**src/rtl/i2c_mbc_pkg.sv**
```systemverilog
// ----------------------------------------------------------------------------
// I2C master bit controller package
// Bus phase codes, command codes, register indexes and the result record.
// ----------------------------------------------------------------------------
package i2c_mbc_pkg;

	// command codes carried by req_type
	localparam logic [1:0] CMD_START = 2'd0;
	localparam logic [1:0] CMD_STOP  = 2'd1;
	localparam logic [1:0] CMD_WRITE = 2'd2;
	localparam logic [1:0] CMD_READ  = 2'd3;

	// register indexes (byte address bit 2)
	localparam logic REG_SHORT_HOLD = 1'b0;
	localparam logic REG_LONG_HOLD  = 1'b1;

	localparam logic [15:0] SHORT_HOLD_RESET = 16'd2;
	localparam logic [15:0] LONG_HOLD_RESET  = 16'd5;

	localparam int          BYTE_BITS = 8;
	localparam logic [3:0]  LAST_BIT  = 4'd8;

	typedef enum logic [17:0] {
		PH_IDLE    = 18'h00001,
		PH_ST_A    = 18'h00002,
		PH_ST_B    = 18'h00004,
		PH_ST_C    = 18'h00008,
		PH_SP_A    = 18'h00010,
		PH_SP_B    = 18'h00020,
		PH_SP_C    = 18'h00040,
		PH_WR_SET  = 18'h00080,
		PH_WR_HIGH = 18'h00100,
		PH_WR_LOW  = 18'h00200,
		PH_AK_SET  = 18'h00400,
		PH_AK_HIGH = 18'h00800,
		PH_AK_LOW  = 18'h01000,
		PH_RD_HIGH = 18'h02000,
		PH_RD_LOW  = 18'h04000,
		PH_RA_SET  = 18'h08000,
		PH_RA_HIGH = 18'h10000,
		PH_RA_LOW  = 18'h20000
	} phase_t;

	typedef struct packed {
		logic       scl_out;
		logic       sda_out;
		logic       sda_drive;
		logic       busy_res;
		logic       cmd_done;
		logic [7:0] read_byte;
		logic       slave_acked;
	} res_t;

endpackage

```
**src/rtl/i2c_master_bit_controller.sv**
```systemverilog
// ----------------------------------------------------------------------------
// I2C master bit controller
// Tick-driven I2C master: start, stop, write byte with ACK sampling, read byte
// with ACK/NACK, every bus phase timed by the short and long hold counts.
// ----------------------------------------------------------------------------
// Usage:
//   Each request on the tick channel (tick_valid/tick_stall) is one tick of
//   the timing base and carries cmd_valid, req_type, write_data, send_ack and
//   the sampled sda_in. A command is taken only while the controller is idle.
//   Every tick yields exactly one result on the res channel (res_valid/
//   res_stall): the line levels, busy and done flags, last read byte and the
//   slave ACK, all as they stand after that tick.
//   The result is registered; one tick is taken every cycle while tick_stall
//   is low, the bus state being updated in a single register stage.
//   A result register and a skid register sit on the output, so a tick is
//   still taken while one result waits; tick_stall rises only once both hold
//   a result, and drops on the cycle after the receiver takes one.
//   Hold counts are written over APB (0x0 short, 0x4 long) by the user only
//   while idle; the block does not enforce it. Reset: SCL and SDA driven high,
//   controller idle, hold counts 2 and 5 ticks, both output registers empty.
// ----------------------------------------------------------------------------
module i2c_master_bit_controller #(
	parameter int HOLD_WIDTH = 16
) (
	input  logic        clk,
	input  logic        arst_n,
	// configuration
	input  logic        psel,
	input  logic        penable,
	input  logic        pwrite,
	input  logic [2:0]  paddr,
	input  logic [31:0] pwdata,
	output logic [31:0] prdata,
	output logic        pready,
	// tick channel
	input  logic        tick_valid,
	output logic        tick_stall,
	input  logic        cmd_valid,
	input  logic [1:0]  req_type,
	input  logic [7:0]  write_data,
	input  logic        send_ack,
	input  logic        sda_in,
	// result channel
	output logic        res_valid,
	input  logic        res_stall,
	output logic        scl_out,
	output logic        sda_out,
	output logic        sda_drive,
	output logic        busy_res,
	output logic        cmd_done,
	output logic [7:0]  read_byte,
	output logic        slave_acked
);
	import i2c_mbc_pkg::*;

	logic [15:0] short_hold_q, long_hold_q;

	phase_t                phase_q, phase_n;
	logic [3:0]            bit_count_q, bit_count_n;
	logic [HOLD_WIDTH-1:0] hold_q, hold_n, hold_dec;
	logic [7:0]            shift_q, shift_n;
	logic                  ack_choice_q, ack_choice_n;
	logic                  scl_q, scl_n;
	logic                  sda_q, sda_n;
	logic                  sda_en_q, sda_en_n;
	logic                  ack_seen_q, ack_seen_n;
	logic [7:0]            last_read_q, last_read_n;
	logic                  done_n;
	logic                  do_enter;
	phase_t                enter_ph;
	logic                  enter_long;

	logic                  accept, take;
	res_t                  res_new, res_q, skid_q;
	logic                  res_valid_q, skid_valid_q;

	function automatic logic [HOLD_WIDTH-1:0] hold_len(input logic [15:0] v);
		logic [HOLD_WIDTH-1:0] t;
		t = HOLD_WIDTH'(v);
		return (t == '0) ? HOLD_WIDTH'(1) : t;
	endfunction

	// ---------------------------------------------------------------- config
	assign pready = 1'b1;

	always_ff @(posedge clk or negedge arst_n) begin
		if (!arst_n) begin
			short_hold_q <= SHORT_HOLD_RESET;
			long_hold_q  <= LONG_HOLD_RESET;
		end else if (psel && penable && pwrite && pready) begin
			case (paddr[2])
				REG_SHORT_HOLD: short_hold_q <= pwdata[15:0];
				REG_LONG_HOLD:  long_hold_q  <= pwdata[15:0];
				default: ;
			endcase
		end
	end

	always_comb begin
		case (paddr[2])
			REG_SHORT_HOLD: prdata = {16'd0, short_hold_q};
			REG_LONG_HOLD:  prdata = {16'd0, long_hold_q};
			default:        prdata = '0;
		endcase
	end

	// ------------------------------------------------------------ bus engine
	assign hold_dec = (hold_q != '0) ? hold_q - HOLD_WIDTH'(1) : hold_q;

	always_comb begin
		phase_n      = phase_q;
		bit_count_n  = bit_count_q;
		hold_n       = hold_q;
		shift_n      = shift_q;
		ack_choice_n = ack_choice_q;
		scl_n        = scl_q;
		sda_n        = sda_q;
		sda_en_n     = sda_en_q;
		ack_seen_n   = ack_seen_q;
		last_read_n  = last_read_q;
		done_n       = 1'b0;
		do_enter     = 1'b0;
		enter_ph     = PH_IDLE;
		enter_long   = 1'b0;

		if (phase_q == PH_IDLE) begin
			if (cmd_valid) begin
				bit_count_n = '0;
				do_enter    = 1'b1;
				case (req_type)
					CMD_START: enter_ph = PH_ST_A;
					CMD_STOP:  enter_ph = PH_SP_A;
					CMD_WRITE: begin
						shift_n  = write_data;
						enter_ph = PH_WR_SET;
					end
					default: begin
						shift_n      = '0;
						ack_choice_n = send_ack;
						enter_ph     = PH_RD_HIGH;
					end
				endcase
			end
		end else begin
			hold_n = hold_dec;
			if (hold_dec == '0) begin
				do_enter = 1'b1;
				case (phase_q)
					PH_ST_A:    enter_ph = PH_ST_B;
					PH_ST_B:    enter_ph = PH_ST_C;
					PH_SP_A:    enter_ph = PH_SP_B;
					PH_SP_B:    enter_ph = PH_SP_C;
					PH_WR_SET:  enter_ph = PH_WR_HIGH;
					PH_WR_HIGH: enter_ph = PH_WR_LOW;
					PH_WR_LOW: begin
						bit_count_n = bit_count_q + 4'd1;
						enter_ph    = (bit_count_n < LAST_BIT) ? PH_WR_SET : PH_AK_SET;
					end
					PH_AK_SET:  enter_ph = PH_AK_HIGH;
					PH_AK_HIGH: begin
						ack_seen_n = ~sda_in;
						enter_ph   = PH_AK_LOW;
					end
					PH_RD_HIGH: begin
						shift_n  = {shift_q[BYTE_BITS-2:0], sda_in};
						enter_ph = PH_RD_LOW;
					end
					PH_RD_LOW: begin
						bit_count_n = bit_count_q + 4'd1;
						enter_ph    = (bit_count_n < LAST_BIT) ? PH_RD_HIGH : PH_RA_SET;
					end
					PH_RA_SET:  enter_ph = PH_RA_HIGH;
					PH_RA_HIGH: enter_ph = PH_RA_LOW;
					PH_RA_LOW: begin
						// release SDA and publish the byte
						do_enter    = 1'b0;
						done_n      = 1'b1;
						sda_en_n    = 1'b0;
						sda_n       = 1'b1;
						last_read_n = shift_q;
					end
					default: begin
						do_enter = 1'b0;
						done_n   = 1'b1;
					end
				endcase
				if (done_n) begin
					phase_n = PH_IDLE;
					hold_n  = '0;
				end
			end
		end

		// drive the lines for the phase being entered
		if (do_enter) begin
			case (enter_ph)
				PH_ST_A: begin
					sda_en_n = 1'b1; sda_n = 1'b1; scl_n = 1'b1; enter_long = 1'b1;
				end
				PH_ST_B: begin
					sda_n = 1'b0; enter_long = 1'b1;
				end
				PH_ST_C: begin
					scl_n = 1'b0; enter_long = 1'b1;
				end
				PH_SP_A: begin
					sda_en_n = 1'b1; scl_n = 1'b0; sda_n = 1'b0; enter_long = 1'b1;
				end
				PH_SP_B: begin
					scl_n = 1'b1; enter_long = 1'b1;
				end
				PH_SP_C: begin
					sda_n = 1'b1; enter_long = 1'b1;
				end
				PH_WR_SET: begin
					sda_en_n = 1'b1;
					sda_n    = shift_n[BYTE_BITS-1];
					shift_n  = {shift_n[BYTE_BITS-2:0], 1'b0};
				end
				PH_WR_HIGH, PH_AK_HIGH, PH_RA_HIGH: begin
					scl_n = 1'b1; enter_long = 1'b1;
				end
				PH_WR_LOW, PH_AK_LOW, PH_RD_LOW, PH_RA_LOW: scl_n = 1'b0;
				PH_AK_SET: begin
					sda_en_n = 1'b0; sda_n = 1'b1;
				end
				PH_RD_HIGH: begin
					sda_en_n = 1'b0; sda_n = 1'b1; scl_n = 1'b1;
				end
				PH_RA_SET: begin
					sda_en_n = 1'b1; sda_n = ~ack_choice_q;
				end
				default: ;
			endcase
			phase_n = enter_ph;
			hold_n  = hold_len(enter_long ? long_hold_q : short_hold_q);
		end
	end

	always_ff @(posedge clk or negedge arst_n) begin
		if (!arst_n) begin
			phase_q      <= PH_IDLE;
			bit_count_q  <= '0;
			hold_q       <= '0;
			shift_q      <= '0;
			ack_choice_q <= 1'b0;
			scl_q        <= 1'b1;
			sda_q        <= 1'b1;
			sda_en_q     <= 1'b1;
			ack_seen_q   <= 1'b0;
			last_read_q  <= '0;
		end else if (accept) begin
			phase_q      <= phase_n;
			bit_count_q  <= bit_count_n;
			hold_q       <= hold_n;
			shift_q      <= shift_n;
			ack_choice_q <= ack_choice_n;
			scl_q        <= scl_n;
			sda_q        <= sda_n;
			sda_en_q     <= sda_en_n;
			ack_seen_q   <= ack_seen_n;
			last_read_q  <= last_read_n;
		end
	end

	// -------------------------------------------------------- result staging
	always_comb begin
		res_new.scl_out     = scl_n;
		res_new.sda_out     = sda_n;
		res_new.sda_drive   = sda_en_n;
		res_new.busy_res    = (phase_n != PH_IDLE);
		res_new.cmd_done    = done_n;
		res_new.read_byte   = last_read_n;
		res_new.slave_acked = ack_seen_n;
	end

	assign tick_stall = skid_valid_q;
	assign accept     = tick_valid && !tick_stall;
	assign take       = res_valid_q && !res_stall;

	always_ff @(posedge clk or negedge arst_n) begin
		if (!arst_n) begin
			res_valid_q  <= 1'b0;
			skid_valid_q <= 1'b0;
		end else if (take || !res_valid_q) begin
			if (skid_valid_q) begin
				res_valid_q  <= 1'b1;
				skid_valid_q <= 1'b0;
			end else begin
				res_valid_q  <= accept;
			end
		end else if (accept) begin
			skid_valid_q <= 1'b1;
		end
	end

	always_ff @(posedge clk) begin
		if (take || !res_valid_q) begin
			if (skid_valid_q)
				res_q <= skid_q;
			else if (accept)
				res_q <= res_new;
		end else if (accept) begin
			skid_q <= res_new;
		end
	end

	assign res_valid   = res_valid_q;
	assign scl_out     = res_q.scl_out;
	assign sda_out     = res_q.sda_out;
	assign sda_drive   = res_q.sda_drive;
	assign busy_res    = res_q.busy_res;
	assign cmd_done    = res_q.cmd_done;
	assign read_byte   = res_q.read_byte;
	assign slave_acked = res_q.slave_acked;

	// ------------------------------------------------------------ assertions
	a_phase_onehot: assert property (@(posedge clk) disable iff (!arst_n)
		$onehot(phase_q))
		else $error("bus phase register not one-hot");

	a_skid_behind_res: assert property (@(posedge clk) disable iff (!arst_n)
		skid_valid_q |-> res_valid_q)
		else $error("skid register full while result register empty");

	a_skid_held: assert property (@(posedge clk) disable iff (!arst_n)
		skid_valid_q && !take |=> skid_valid_q && $stable(skid_q))
		else $error("waiting result lost from skid register");

	a_cmd_starts: assert property (@(posedge clk) disable iff (!arst_n)
		accept && cmd_valid && phase_q == PH_IDLE |=> phase_q != PH_IDLE)
		else $error("command taken while idle did not start");
endmodule

```
**config.mk**
```make
export PLATFORM = sky130hd
export DESIGN_NAME = i2c_master_bit_controller
export DESIGN_NICKNAME = d
export VERILOG_FILES = /design/src/rtl/i2c_mbc_pkg.sv /design/src/rtl/i2c_master_bit_controller.sv
export SDC_FILE = /design/constraint.sdc
export NUM_CORES = 1
export LEC_CHECK = 0
export ABC_AREA = 1
export BUFFER_PORTS_ARGS = -buffer_cell sky130_fd_sc_hd__buf_2
export CAP_MARGIN = 20
export CORE_ASPECT_RATIO = 0.9
export CORE_UTILIZATION = 55
export CTS_BUF_LIST = sky130_fd_sc_hd__clkbuf_8
export DETAILED_ROUTE_END_ITERATION = 10
export GPL_ROUTABILITY_DRIVEN = 0
export PLACE_DENSITY_LB_ADDON = 0.2
export SLEW_MARGIN = 20
export SYNTH_ARGS = -nofsm -noshare
export SYNTH_HDL_FRONTEND = slang
export SYNTH_SLANG_ARGS = --single-unit
```
**constraint.sdc**
```tcl
create_clock -name clk -period 3.9 [get_ports clk]
set_clock_uncertainty 0.05 [all_clocks]
set_input_delay 0.78 -clock clk [delete_from_list [all_inputs] [get_ports clk]]
set_output_delay 0.78 -clock clk [all_outputs]
set_load 0.01 [all_outputs]
```
* Yosys cells after proc, flatten, opt, wreduce, memory -nomap -nowiden
Cells that the tools add are included.
Storage, ports and cells: register bits after elaboration 121, input bits 55, output and inout port bits 49, logic and storage cells 171
Operators by class: add/sub/neg operators 2, $lt $le $gt $ge 1, equal/unequal tests 37, multiplexer cells 64, bitwise gates (word level) 5, reductions and logical operators 34
Operators with widths (count):
- $pmux 18 s13 | 1
- $mux 16 | 8
- $mux 18 | 6
- $mux 8 | 9
- $pmux 32 s2 | 1
- $mux 14 | 3
- $pmux 14 s3 | 1
- $eq 18x10->1 const B | 2
- $eq 18x11->1 const B | 2
- $eq 18x12->1 const B | 2
- $eq 18x14->1 const B | 2
- $eq 18x15->1 const B | 2
- $eq 18x16->1 const B | 2
- $eq 18x17->1 const B | 2
- $eq 18x18->1 const B | 2
- $eq 18x2->1 const B | 2
- $eq 18x3->1 const B | 2
- $eq 18x5->1 const B | 2
- $eq 18x6->1 const B | 2
- $eq 18x8->1 const B | 2
- $eq 18x9->1 const B | 2
- $logic_not 16->1 | 2
- $mux 1 | 26
- $eq 18x1->1 const B | 1
- other kinds (30) | 57

* Longest topological paths before layout
word-level depth 14, mapped depth 26, mapped depth without buffers 25

* Least setup slack after synthesis
No wires, ideal clock.
kind register to register, start register hold_q[0], end register res_q (netlist bit busy_res) (data pin), setup time 0.253 ns, arrival 2.464 ns, data required time 3.597 ns, setup slack 1.133 ns, stages on the path, launching flop included 19, path buffers 1, clock period less this slack 2.767 ns, path through dfrtp_1 > inv_1 > ha_1 > nand2_2 > nor2_1 > nand2_2 > o21ai_2 > nand2_1 > nor2_1 > nand2_2 > nor2_8 > inv_2 > clkbuf_1 > a21oi_1 > nand4_1 > nor3_1 > nand3_1 > nor2_1 > nor2_1
RTL lines:
- from (decl) | RTL line i2c_master_bit_controller.sv:60 | logic [HOLD_WIDTH-1:0] hold_q, hold_n, hold_dec;
- from (signal assigned) | RTL line i2c_master_bit_controller.sv:255 | hold_q <= hold_n;
- to (signal assigned) | RTL line i2c_master_bit_controller.sv:300 | res_q <= skid_q;
- to (signal assigned) | RTL line i2c_master_bit_controller.sv:302 | res_q <= res_new;
- to (decl) | RTL line i2c_master_bit_controller.sv:74 | res_t res_new, res_q, skid_q;

==> flow_summary.ini <==
[status]
status = finished, final reports clean

[clocking]
cts_tree = done
clock-sinks = 121
numCtsBuffers = 17
clk_pin_slew_ns = 0.09
clk_latency_ns = 0.46
cts.path.max_buffers = 2
cts_root_buffer = clkbuf_8
htree_levels = 4

[critical_path]
worst-setup-path-type = flip-flop to flip-flop
worstRegToRegCells = 19
worstPathRequired_ns = 4.06
startpoint_type = flip-flop
cp-end-kind = flip-flop
crit_fanout = 12
cp_data_arrival_time_ns = 3.76

[layout]
syn_to_final_growth_pct = 10.4
drive_above_1_share = 0.157
diodes = 0
final_common_cell = nand2_1
mostFrequentLayoutCells = 336 x nand2_1, 100 x inv_1, 93 x nor2_1, 93 x o21ai_0, 86 x dfrtp_1
fin_nets = 1167

[run]
cap_violations = 0

[synth]
netlist.area_leader.share = 0.287
ys_seq_area_frac = 0.423
yosysWarnings = 0
synth_ff_type = dfrtp_1
synthArstFlopShare = 0.769
ys_ff_latch = 121
yosysTopAreaCell = dfrtp_1
synth_area_leaders = dfrtp_1 29%, nand2_1 17%, edfxtp_1 11%, o21ai_0 6.3%, inv_1 5.0%
synth-edff-count = 28
syn-cell-area_mm2 = 0.00750
postSynthAreaPerCell_um2 = 7.16
synthCells = 1048
synth.distinct_cells = 48

[timing]
worst_pin_slew_ns = 0.946
slew_violations = 0
setup_tns_ns = 0
rsz0062_at_grt = false
fmax_ghz = 0.278
hold_viol = 0
fin_ws_ns = 0.298
period_share = 0.924
holdWs_ns = 0.314
final-setup-viol-count = 0
period_needed_ns = 3.60
maxSlewHeadroom = 0.368

[routing]
viasPerCell = 5.44
drtPass1Iterations = 7
routed_wl_um = 18600
antenna_left = 0
drc_errors = 0
wl_per_cell_um = 14.4
initialDrtViolationCount = 660
vias = 7021

[floorplan]
num_rows = 40
boundaryPins = 104
initial_utilization = 0.564
die_h_um = 113
dieWidth_um = 125
core_mm2 = 0.0133
dieArea_mm2 = 0.0141

[pwr]
powerDensity_mw_per_mm2 = 504
p_total_mw = 4.17
vdd_drop_max_mv = 0.317
p_leak_nw = 4.12

[global_route]
grt_max_degree = 58
antenna_found_initial = 0
grt_pass1_wl_um = 30800
grt_pass1_vias = 6320
grt-ovfl-total = 0
grtUsageTotal = 0.277

[place]
dp_hpwl_um = 13500
io_buffers = 68
place_ws_ns = 0.324

[hold_path]
hp-class = primary input to async pin
registers in the layout (all words and copies together) (netlist names), 4 cells and up:
register and count:
bit_count_q 4, read_byte 8, hold_q 16, last_read_q 8
skid_q 14, short_hold_q 16, shift_q 8, phase_q 18
long_hold_q 16
cell usage after synthesis (2+ instances only):
cell type,count
buf_6,4
and3_1,2
nand3_2,6
nor2_2,10
a21oi_1,37
clkbuf_1,20
o21ai_1,5
nor2_4,6
o211ai_1,2
edfxtp_1,28
nor4_1,3
xor2_1,2
a211oi_1,7
nor4_2,2
nand2_2,13
inv_1,99
ha_1,2
clkinv_1,2
buf_4,17
inv_2,7
o2111ai_1,2
o21ai_0,94
o22ai_1,3
nand2_4,4
nand3_1,71
nand4_1,14
nor3_1,18
xnor2_1,2
buf_1,6
nand2_1,337
buf_2,8
nor2_1,93
a22oi_1,9
dfstp_2,7
o31ai_1,3
nand3b_1,5
conb_1,2
dfrtp_1,86
metal layers:
| metal | track usage | wire (um) | vias up |
|---|---|---|---|
| met5 | 0 | 0 | - |
| met4 | 0.0976 | 324 | 0 |
| met3 | 0.0586 | 1260 | 31 |
| met2 | 0.413 | 8030 | 257 |
| met1 | 0.401 | 8990 | 3229 |
| li1 | - | - | 3504 |
layout make-up:
class | count | area, um2
multi-input combinational | 779 | 3670
clock inverter | 15 | 130
timing repair buffer | 83 | 455
sequential | 121 | 3180
tap | 168 | 210
inverter | 108 | 405
clock buffer | 17 | 234
fill | 1229 | 5030
repair_timing:
action / in CTS / in global routing
setup endpoints to repair: 0 / 2
resized for setup: 0 / 2
buffers inserted: 0 / 0
hold buffers: 0 / 0
final timing paths:
check	start	slack, ns	endpoint
min in group clk	sda_q	0.43	sda_q
max reg2reg	hold_q[0]	0.30	busy_res
min	arst_n	0.31	last_read_q[5]
max in group asynchronous	arst_n	2.66	res_valid
min reg2reg	sda_q	0.43	sda_q
max	hold_q[0]	0.30	busy_res
worst max-delay path, stage by stage, from the launching register on:
cell     delay, ns
dfrtp_1       0.40
inv_1         0.11
ha_1          0.26
nand2_2       0.13
inv_2         0.10
nand3_2       0.24
nand2_1       0.21
nand4_1       0.11
nor3_1        0.20
nand2_2       0.19
nor2_1        0.24
inv_1         0.13
nor2_2        0.19
inv_2         0.08
a21oi_1       0.19
nand3_1       0.10
nor2_1        0.09
nand3_1       0.16
nor2_1        0.13
nor2_1        0.05
power by group:
group	leakage (nW)	switching [mW]	internal [mW]
Sequential	1.44	0.212	1.54
Combinational	2.50	0.910	0.450
Clock	0.177	0.562	0.502
Total	4.12	1.68	2.49
logic make-up after synthesis:
family          after synthesis  share of synthesized area
simple gates                588                      0.348
compound gates              167                      0.123
buf+inv                     163                     0.0954
flops                       121                      0.423
xor+xnor                      4                    0.00467
fa+ha+maj                     2                    0.00333
other cells                   2                    0.00100
mux                           1                    0.00150
stage by stage:
stage	utilization	std cells	area, um2
global route	0.622	1291	8290
finish	0.622	1291	8290
global placement	0.595	1259	7920
CTS	0.622	1291	8280
floorplan	-	1063	7560
detailed placement	0.595	1259	7920
(Power assumes the default switching activity.)
